**src/rtl/cct_pkg.sv**
```systemverilog
// ----------------------------------------------------------------------------
// cct_pkg
// Shared types, codes and constants of the cluster chain table engine.
// ----------------------------------------------------------------------------
package cct_pkg;

    localparam int unsigned TABLE_ENTRIES_DEF = 8192;

    localparam logic [15:0] MEDIA_MARK = 16'hFFF8;
    localparam logic [15:0] END_MARK   = 16'hFFFF;
    localparam logic [15:0] FIRST_DATA = 16'd2;

    localparam logic [1:0] ST_OK      = 2'd0;
    localparam logic [1:0] ST_FULL    = 2'd1;
    localparam logic [1:0] ST_BADARG  = 2'd2;
    localparam logic [1:0] ST_CORRUPT = 2'd3;

    typedef enum logic [2:0] {
        K_ALLOC  = 3'd0,
        K_FREE   = 3'd1,
        K_NEXT   = 3'd2,
        K_TERM   = 3'd3,
        K_READ   = 3'd4,
        K_FORMAT = 3'd5,
        K_VERIFY = 3'd6
    } t_kind;

    typedef enum logic [3:0] {
        S_INIT, S_IDLE, S_DISP, S_ASCAN, S_EXT, S_VSCAN, S_FR_F, S_FR_W,
        S_NX_W, S_TM_W, S_RD_W, S_FMT, S_DONE
    } t_state;

    typedef enum logic [1:0] {IDX_HOLD, IDX_DATA, IDX_ZERO, IDX_INC} t_idx_op;
    typedef enum logic [1:0] {RA_IDX, RA_ARG, RA_LINK} t_ra_sel;
    typedef enum logic [1:0] {WA_IDX, WA_PIDX, WA_ARG, WA_WALK} t_wa_sel;
    typedef enum logic [1:0] {WD_ZERO, WD_END, WD_INIT, WD_PIDX} t_wd_sel;
    typedef enum logic [3:0] {
        RES_BADARG, RES_ZERO, RES_FOUND, RES_XFOUND, RES_FULL, RES_XFULL,
        RES_VBAD, RES_FIRST, RES_LINK, RES_CORR, RES_RDVAL
    } t_res;

    typedef struct packed {
        logic    in_rdy;
        t_idx_op idx_op;
        t_ra_sel ra_sel;
        logic    walk_ld;
        logic    first_ld;
        logic    wr_en;
        t_wa_sel wa_sel;
        t_wd_sel wd_sel;
        logic    res_ld;
        t_res    res_sel;
        logic    out_ld;
    } t_cmd;

    typedef struct packed {
        logic  in_valid;
        t_kind kind;
        logic  arg_data;
        logic  arg_rd;
        logic  rd_zero;
        logic  rd_end;
        logic  rd_link;
        logic  v_bad;
        logic  pv;
        logic  idx_done;
        logic  clr_last;
        logic  out_free;
    } t_sts;

endpackage

```
**src/rtl/cct_ctrl.sv**
```systemverilog
// ----------------------------------------------------------------------------
// cct_ctrl
// Operation sequencer: decodes each beat and steps scans, walks and sweeps.
// ----------------------------------------------------------------------------
module cct_ctrl (
    input  logic          i_clk,
    input  logic          i_rst_n,
    input  cct_pkg::t_sts i_sts,
    output cct_pkg::t_cmd o_cmd
);
    cct_pkg::t_state r_state, n_state;

    always_ff @(posedge i_clk) begin
        if (!i_rst_n) begin
            r_state <= cct_pkg::S_INIT;
        end else begin
            r_state <= n_state;
        end
    end

    always_comb begin
        n_state = r_state;
        case (r_state)
            cct_pkg::S_INIT: begin
                if (i_sts.clr_last) n_state = cct_pkg::S_IDLE;
            end
            cct_pkg::S_IDLE: begin
                if (i_sts.in_valid) n_state = cct_pkg::S_DISP;
            end
            cct_pkg::S_DISP: begin
                case (i_sts.kind)
                    cct_pkg::K_ALLOC:  n_state = cct_pkg::S_ASCAN;
                    cct_pkg::K_FREE:
                        n_state = i_sts.arg_data ? cct_pkg::S_FR_F : cct_pkg::S_DONE;
                    cct_pkg::K_NEXT:
                        n_state = i_sts.arg_data ? cct_pkg::S_NX_W : cct_pkg::S_DONE;
                    cct_pkg::K_TERM:
                        n_state = i_sts.arg_data ? cct_pkg::S_TM_W : cct_pkg::S_DONE;
                    cct_pkg::K_READ:
                        n_state = i_sts.arg_rd ? cct_pkg::S_RD_W : cct_pkg::S_DONE;
                    cct_pkg::K_FORMAT: n_state = cct_pkg::S_FMT;
                    cct_pkg::K_VERIFY: n_state = cct_pkg::S_VSCAN;
                    default:           n_state = cct_pkg::S_DONE;
                endcase
            end
            cct_pkg::S_ASCAN: begin
                if (i_sts.pv && i_sts.rd_zero) begin
                    n_state = (i_sts.kind == cct_pkg::K_NEXT) ? cct_pkg::S_EXT
                                                              : cct_pkg::S_DONE;
                end else if (!i_sts.pv && i_sts.idx_done) begin
                    n_state = cct_pkg::S_DONE;
                end
            end
            cct_pkg::S_EXT: n_state = cct_pkg::S_DONE;
            cct_pkg::S_VSCAN: begin
                if ((i_sts.pv && i_sts.v_bad) || (!i_sts.pv && i_sts.idx_done)) begin
                    n_state = cct_pkg::S_DONE;
                end
            end
            cct_pkg::S_FR_F, cct_pkg::S_FR_W: begin
                if (!i_sts.rd_zero && !i_sts.rd_end && i_sts.rd_link) begin
                    n_state = cct_pkg::S_FR_W;
                end else begin
                    n_state = cct_pkg::S_DONE;
                end
            end
            cct_pkg::S_NX_W: begin
                n_state = i_sts.rd_end ? cct_pkg::S_ASCAN : cct_pkg::S_DONE;
            end
            cct_pkg::S_TM_W: n_state = cct_pkg::S_DONE;
            cct_pkg::S_RD_W: n_state = cct_pkg::S_DONE;
            cct_pkg::S_FMT: begin
                if (i_sts.clr_last) n_state = cct_pkg::S_DONE;
            end
            cct_pkg::S_DONE: begin
                if (i_sts.out_free) n_state = cct_pkg::S_IDLE;
            end
            default: n_state = cct_pkg::S_IDLE;
        endcase
    end

    always_comb begin
        o_cmd          = '0;
        o_cmd.idx_op   = cct_pkg::IDX_HOLD;
        o_cmd.ra_sel   = cct_pkg::RA_ARG;
        o_cmd.wa_sel   = cct_pkg::WA_IDX;
        o_cmd.wd_sel   = cct_pkg::WD_ZERO;
        o_cmd.res_sel  = cct_pkg::RES_ZERO;
        case (r_state)
            cct_pkg::S_INIT, cct_pkg::S_FMT: begin
                o_cmd.wr_en  = 1'b1;
                o_cmd.wa_sel = cct_pkg::WA_IDX;
                o_cmd.wd_sel = cct_pkg::WD_INIT;
                o_cmd.idx_op = cct_pkg::IDX_INC;
                if (r_state == cct_pkg::S_FMT && i_sts.clr_last) begin
                    o_cmd.res_ld  = 1'b1;
                    o_cmd.res_sel = cct_pkg::RES_ZERO;
                end
            end
            cct_pkg::S_IDLE: o_cmd.in_rdy = 1'b1;
            cct_pkg::S_DISP: begin
                o_cmd.ra_sel  = cct_pkg::RA_ARG;
                o_cmd.walk_ld = 1'b1;
                o_cmd.res_sel = cct_pkg::RES_BADARG;
                case (i_sts.kind)
                    cct_pkg::K_ALLOC:  o_cmd.idx_op = cct_pkg::IDX_DATA;
                    cct_pkg::K_FREE, cct_pkg::K_NEXT, cct_pkg::K_TERM:
                        o_cmd.res_ld = !i_sts.arg_data;
                    cct_pkg::K_READ:   o_cmd.res_ld = !i_sts.arg_rd;
                    cct_pkg::K_FORMAT: o_cmd.idx_op = cct_pkg::IDX_ZERO;
                    cct_pkg::K_VERIFY: o_cmd.idx_op = cct_pkg::IDX_ZERO;
                    default:           o_cmd.res_ld = 1'b1;
                endcase
            end
            cct_pkg::S_ASCAN: begin
                o_cmd.ra_sel = cct_pkg::RA_IDX;
                o_cmd.idx_op = cct_pkg::IDX_INC;
                if (i_sts.pv && i_sts.rd_zero) begin
                    o_cmd.idx_op = cct_pkg::IDX_HOLD;
                    o_cmd.wr_en  = 1'b1;
                    o_cmd.wa_sel = cct_pkg::WA_PIDX;
                    o_cmd.wd_sel = cct_pkg::WD_END;
                    o_cmd.res_ld  = (i_sts.kind != cct_pkg::K_NEXT);
                    o_cmd.res_sel = cct_pkg::RES_FOUND;
                end else if (!i_sts.pv && i_sts.idx_done) begin
                    o_cmd.res_ld  = 1'b1;
                    o_cmd.res_sel = (i_sts.kind == cct_pkg::K_NEXT) ? cct_pkg::RES_XFULL
                                                                    : cct_pkg::RES_FULL;
                end
            end
            cct_pkg::S_EXT: begin
                o_cmd.wr_en   = 1'b1;
                o_cmd.wa_sel  = cct_pkg::WA_ARG;
                o_cmd.wd_sel  = cct_pkg::WD_PIDX;
                o_cmd.res_ld  = 1'b1;
                o_cmd.res_sel = cct_pkg::RES_XFOUND;
            end
            cct_pkg::S_VSCAN: begin
                o_cmd.ra_sel = cct_pkg::RA_IDX;
                o_cmd.idx_op = cct_pkg::IDX_INC;
                if (i_sts.pv && i_sts.v_bad) begin
                    o_cmd.res_ld  = 1'b1;
                    o_cmd.res_sel = cct_pkg::RES_VBAD;
                end else if (!i_sts.pv && i_sts.idx_done) begin
                    o_cmd.res_ld  = 1'b1;
                    o_cmd.res_sel = cct_pkg::RES_ZERO;
                end
            end
            cct_pkg::S_FR_F, cct_pkg::S_FR_W: begin
                o_cmd.first_ld = (r_state == cct_pkg::S_FR_F);
                o_cmd.res_sel  = cct_pkg::RES_FIRST;
                if (i_sts.rd_zero) begin
                    o_cmd.res_ld = 1'b1;
                end else begin
                    o_cmd.wr_en  = 1'b1;
                    o_cmd.wa_sel = cct_pkg::WA_WALK;
                    o_cmd.wd_sel = cct_pkg::WD_ZERO;
                    if (!i_sts.rd_end && i_sts.rd_link) begin
                        o_cmd.ra_sel  = cct_pkg::RA_LINK;
                        o_cmd.walk_ld = 1'b1;
                    end else begin
                        o_cmd.res_ld = 1'b1;
                    end
                end
            end
            cct_pkg::S_NX_W: begin
                o_cmd.first_ld = 1'b1;
                if (i_sts.rd_end) begin
                    o_cmd.idx_op = cct_pkg::IDX_DATA;
                end else begin
                    o_cmd.res_ld  = 1'b1;
                    o_cmd.res_sel = i_sts.rd_link ? cct_pkg::RES_LINK : cct_pkg::RES_CORR;
                end
            end
            cct_pkg::S_TM_W: begin
                o_cmd.wr_en   = 1'b1;
                o_cmd.wa_sel  = cct_pkg::WA_ARG;
                o_cmd.wd_sel  = cct_pkg::WD_END;
                o_cmd.res_ld  = 1'b1;
                o_cmd.res_sel = cct_pkg::RES_RDVAL;
            end
            cct_pkg::S_RD_W: begin
                o_cmd.res_ld  = 1'b1;
                o_cmd.res_sel = cct_pkg::RES_RDVAL;
            end
            cct_pkg::S_DONE: o_cmd.out_ld = i_sts.out_free;
            default: ;
        endcase
    end
endmodule

```
**config.mk**
```make
export PLATFORM = sky130hd
export DESIGN_NAME = cct_ctrl
export DESIGN_NICKNAME = d
export VERILOG_FILES = /design/src/rtl/cct_pkg.sv /design/src/rtl/cct_ctrl.sv
export SDC_FILE = /design/constraint.sdc
export NUM_CORES = 1
export LEC_CHECK = 0
export ABC_AREA = 1
export CORE_MARGIN = 3
export CORE_UTILIZATION = 50
export DETAILED_ROUTE_END_ITERATION = 10
export DONT_BUFFER_PORTS = 1
export GPL_ROUTABILITY_DRIVEN = 0
export PLACE_DENSITY_LB_ADDON = 0.12
export SYNTH_ARGS = -nofsm -noshare
export SYNTH_HDL_FRONTEND = slang
export SYNTH_SLANG_ARGS = --single-unit
```
**constraint.sdc**
```tcl
create_clock -name i_clk -period 2.2 [get_ports i_clk]
set_clock_uncertainty 0.1 [all_clocks]
set_input_delay 0.44 -clock i_clk [delete_from_list [all_inputs] [get_ports i_clk]]
set_output_delay 0.44 -clock i_clk [all_outputs]
set_load 0.03 [all_outputs]
```
==> out/results.txt <==
status - completed
Routed Antenna Nets - 0
Post-CTS Setup Bufs - 0
proportion of layout cells with a drive suffix above 1 - 25.7%
max reg flops - 4
final setup fails - 0
CTS hold repair buffers - 0
CTS tree - done
unrepaired setup endpoints after global routing - false
Fmax achieved - 482 MHz
Layout area overhead - 15.9%
R2R cell count - 9
Worst EP required - 1660 ps
detailed router's first-iteration violation count - 35
Compound-Gate Fraction of Synth Area - 13.4%
area of the die - 2300 um^2
WL final - 2470 um
XOR/XNOR Fraction of Synth Area - 0%
most instantiated cells after synthesis - nand2_1, inv_1, nor2_1
port bufs - 0
post-route clock period utilization - 94.3%
IO Pins - 34
Clk Tree Root Cell - clkbuf_4
Worst R2R Setup Slack - 680 ps
min-delay src - i_rst_n
Synth area leaders - nand2_1, inv_1, dfxtp_1
largest family of logic cells by synthesized area - simple AND/OR/NAND/NOR gates
Syn Nets - 193
Synth Instances - 177
drt drc - 0
vias in the first global route - 967
Pwr Density - 1820 nW/um^2
post-synth top area cell - nand2_1
Min-Delay Endpoint - r_state[0]
Peak VDD IR - 854 uV
grt met1 use - 28.7%
Worst-Skew Late Latency - 230 ps
Worst Path Max Fanout - 7
hold depth - 2
Nets - 209
slew margin rel. - 72.9%
Synth cell types - 19
reg-to-reg startpoint - r_state[1]
routed via count - 1147
Worst-Margin Slew - 405 ps
Most flops, register - r_state
Detailed Place HPWL - 2140 um
largest registers - r_state x4
dominant cell by count in the synthesized netlist - nand2_1
Slew Viols, Final - 0
EDFF count, synth - 0
largest net degree at the start of global routing - 8
Clock Sinks - 4
top_reg_cell synth - dfxtp_1
post-layout util - 64.8%
number of vias per cell - 5.54
Setup crit start kind - register
drt pass-1 iters - 4
met2 Usage GRT - 40.4%
CTS max path bufs - 2
initial antenna violation count - 0
mapped cell area - 881 um^2
CTS clk-pin slew, worst paths - 40 ps
HP Class - in -> reg
met3 Use GR - 7.52%
Num CTS Buffers - 3
register area share after synthesis - 9.09%
GR peak layer - met2
die width - 48.0 um
grt ovf - 0
H-tree Lvls - 1
diodes inserted - 0
Synth Area in Adders - 0%
worst r2r dst - r_state[1]
Synth top area share - 24.3%
Max-cap violations - 0
Core ar. - 1580 um^2
row count - 14
crit path capture type - output port
Worst EP arrival - 1530 ps
mux share of post-synthesis cell area - 0%
Synth Warn # - 0
synthesis-stage register bit count - 4
final setup TNS - 0 ps
Post-synth ARST share - 0%
Final Hold Viols - 0
Synth Area in Simple Gates - 62.2%
Crit Path Class - reg -> out
global-route wire length before repair - 3890 um
Die Ht - 48.0 um
Avg Inst Size Synth - 4.98 um^2
Pleak - 0.585 nW
GRT Util Overall - 23.5%
Initial Utilization - 55.9%
post-layout minimum cycle time - 2070 ps
WL/cell - 11.9 um
-- what timing repair did --
item / CTS / global route
resized for setup: 0 / 7
hold endpoints to repair: 0 / 0
setup endpoints to repair: 0 / 5
-- per-stage QoR --
stage               hold slack, ps  instances  area [um^2]  setup slack (ps)  total power (W)
floorplan                      449        177          881               249          0.00142
global placement               433        204          980               314          0.00172
detailed placement             441        204          980               251          0.00174
CTS                            240        207         1000             0.660          0.00183
global route                   240        207         1020              22.2          0.00201
finish                         240        207         1020               126          0.00185
-- cells in the final DEF (no fill, tap or decap), drive strengths merged --
cell type and n:
nor2 30, clkbuf 3, nand3 18, nand2 63, nor3 2, a31oi 1
clkinv 1, buf 12, nand4 5, inv 32, o21ai 12, dfxtp 4
a21oi 8
-- power breakdown --
group / switching [W] / leakage [nW] / internal (W)
Clock: 0.0000281 / 0.0138 / 0.0000609
Sequential: 0.0000672 / 0.0347 / 0.000122
Combinational: 0.00113 / 0.537 / 0.000443
-- per-layer routing --
metal	vias up	wire [um]
met1	514	1070
li1	591	-
met4	0	0
met5	-	0
met2	42	1190
met3	0	208
-- critical path, stage by stage, from the launching register on --
cell and delay [ps]:
dfxtp_2 370, nor2_4 170, nand2_2 100, inv_2 80
nand2_1 90, a31oi_2 160, nor2_1 50, nand4_1 260
-- logic make-up (layout without fill, tap and decap cells) --
group	count (synthesis)	after routing
AOI/OAI and AO/OA	21	21
buffers and inverters	34	48
DFF	4	4
and+or+nand+nor	118	118
-- cell type report --
class                           instances  area, um^2
Multi-Input combinational cell        139         677
Fill cell                             165         556
Inverter                               33         124
Timing Repair Buffer                   12        90.1
Sequential cell                         4        87.6
Clock buffer                            3        22.5
Tap cell                               16        20.0
-- worst max path at each step --
stage / from / cells past startpoint / slack, ps / endpoint
2_1_floorplan: r_state[2] / 4 / 250 / o_cmd[13]
3_3_place_gp: r_state[2] / 7 / 310 / o_cmd[1]
3_5_place_dp: r_state[2] / 7 / 250 / o_cmd[1]
4_1_cts: r_state[2] / 7 / 0.7 / o_cmd[1]
5_1_grt: r_state[1] / 8 / 20 / o_cmd[1]
6_report: r_state[2] / 7 / 130 / o_cmd[1]
(Power assumes the default switching activity.)
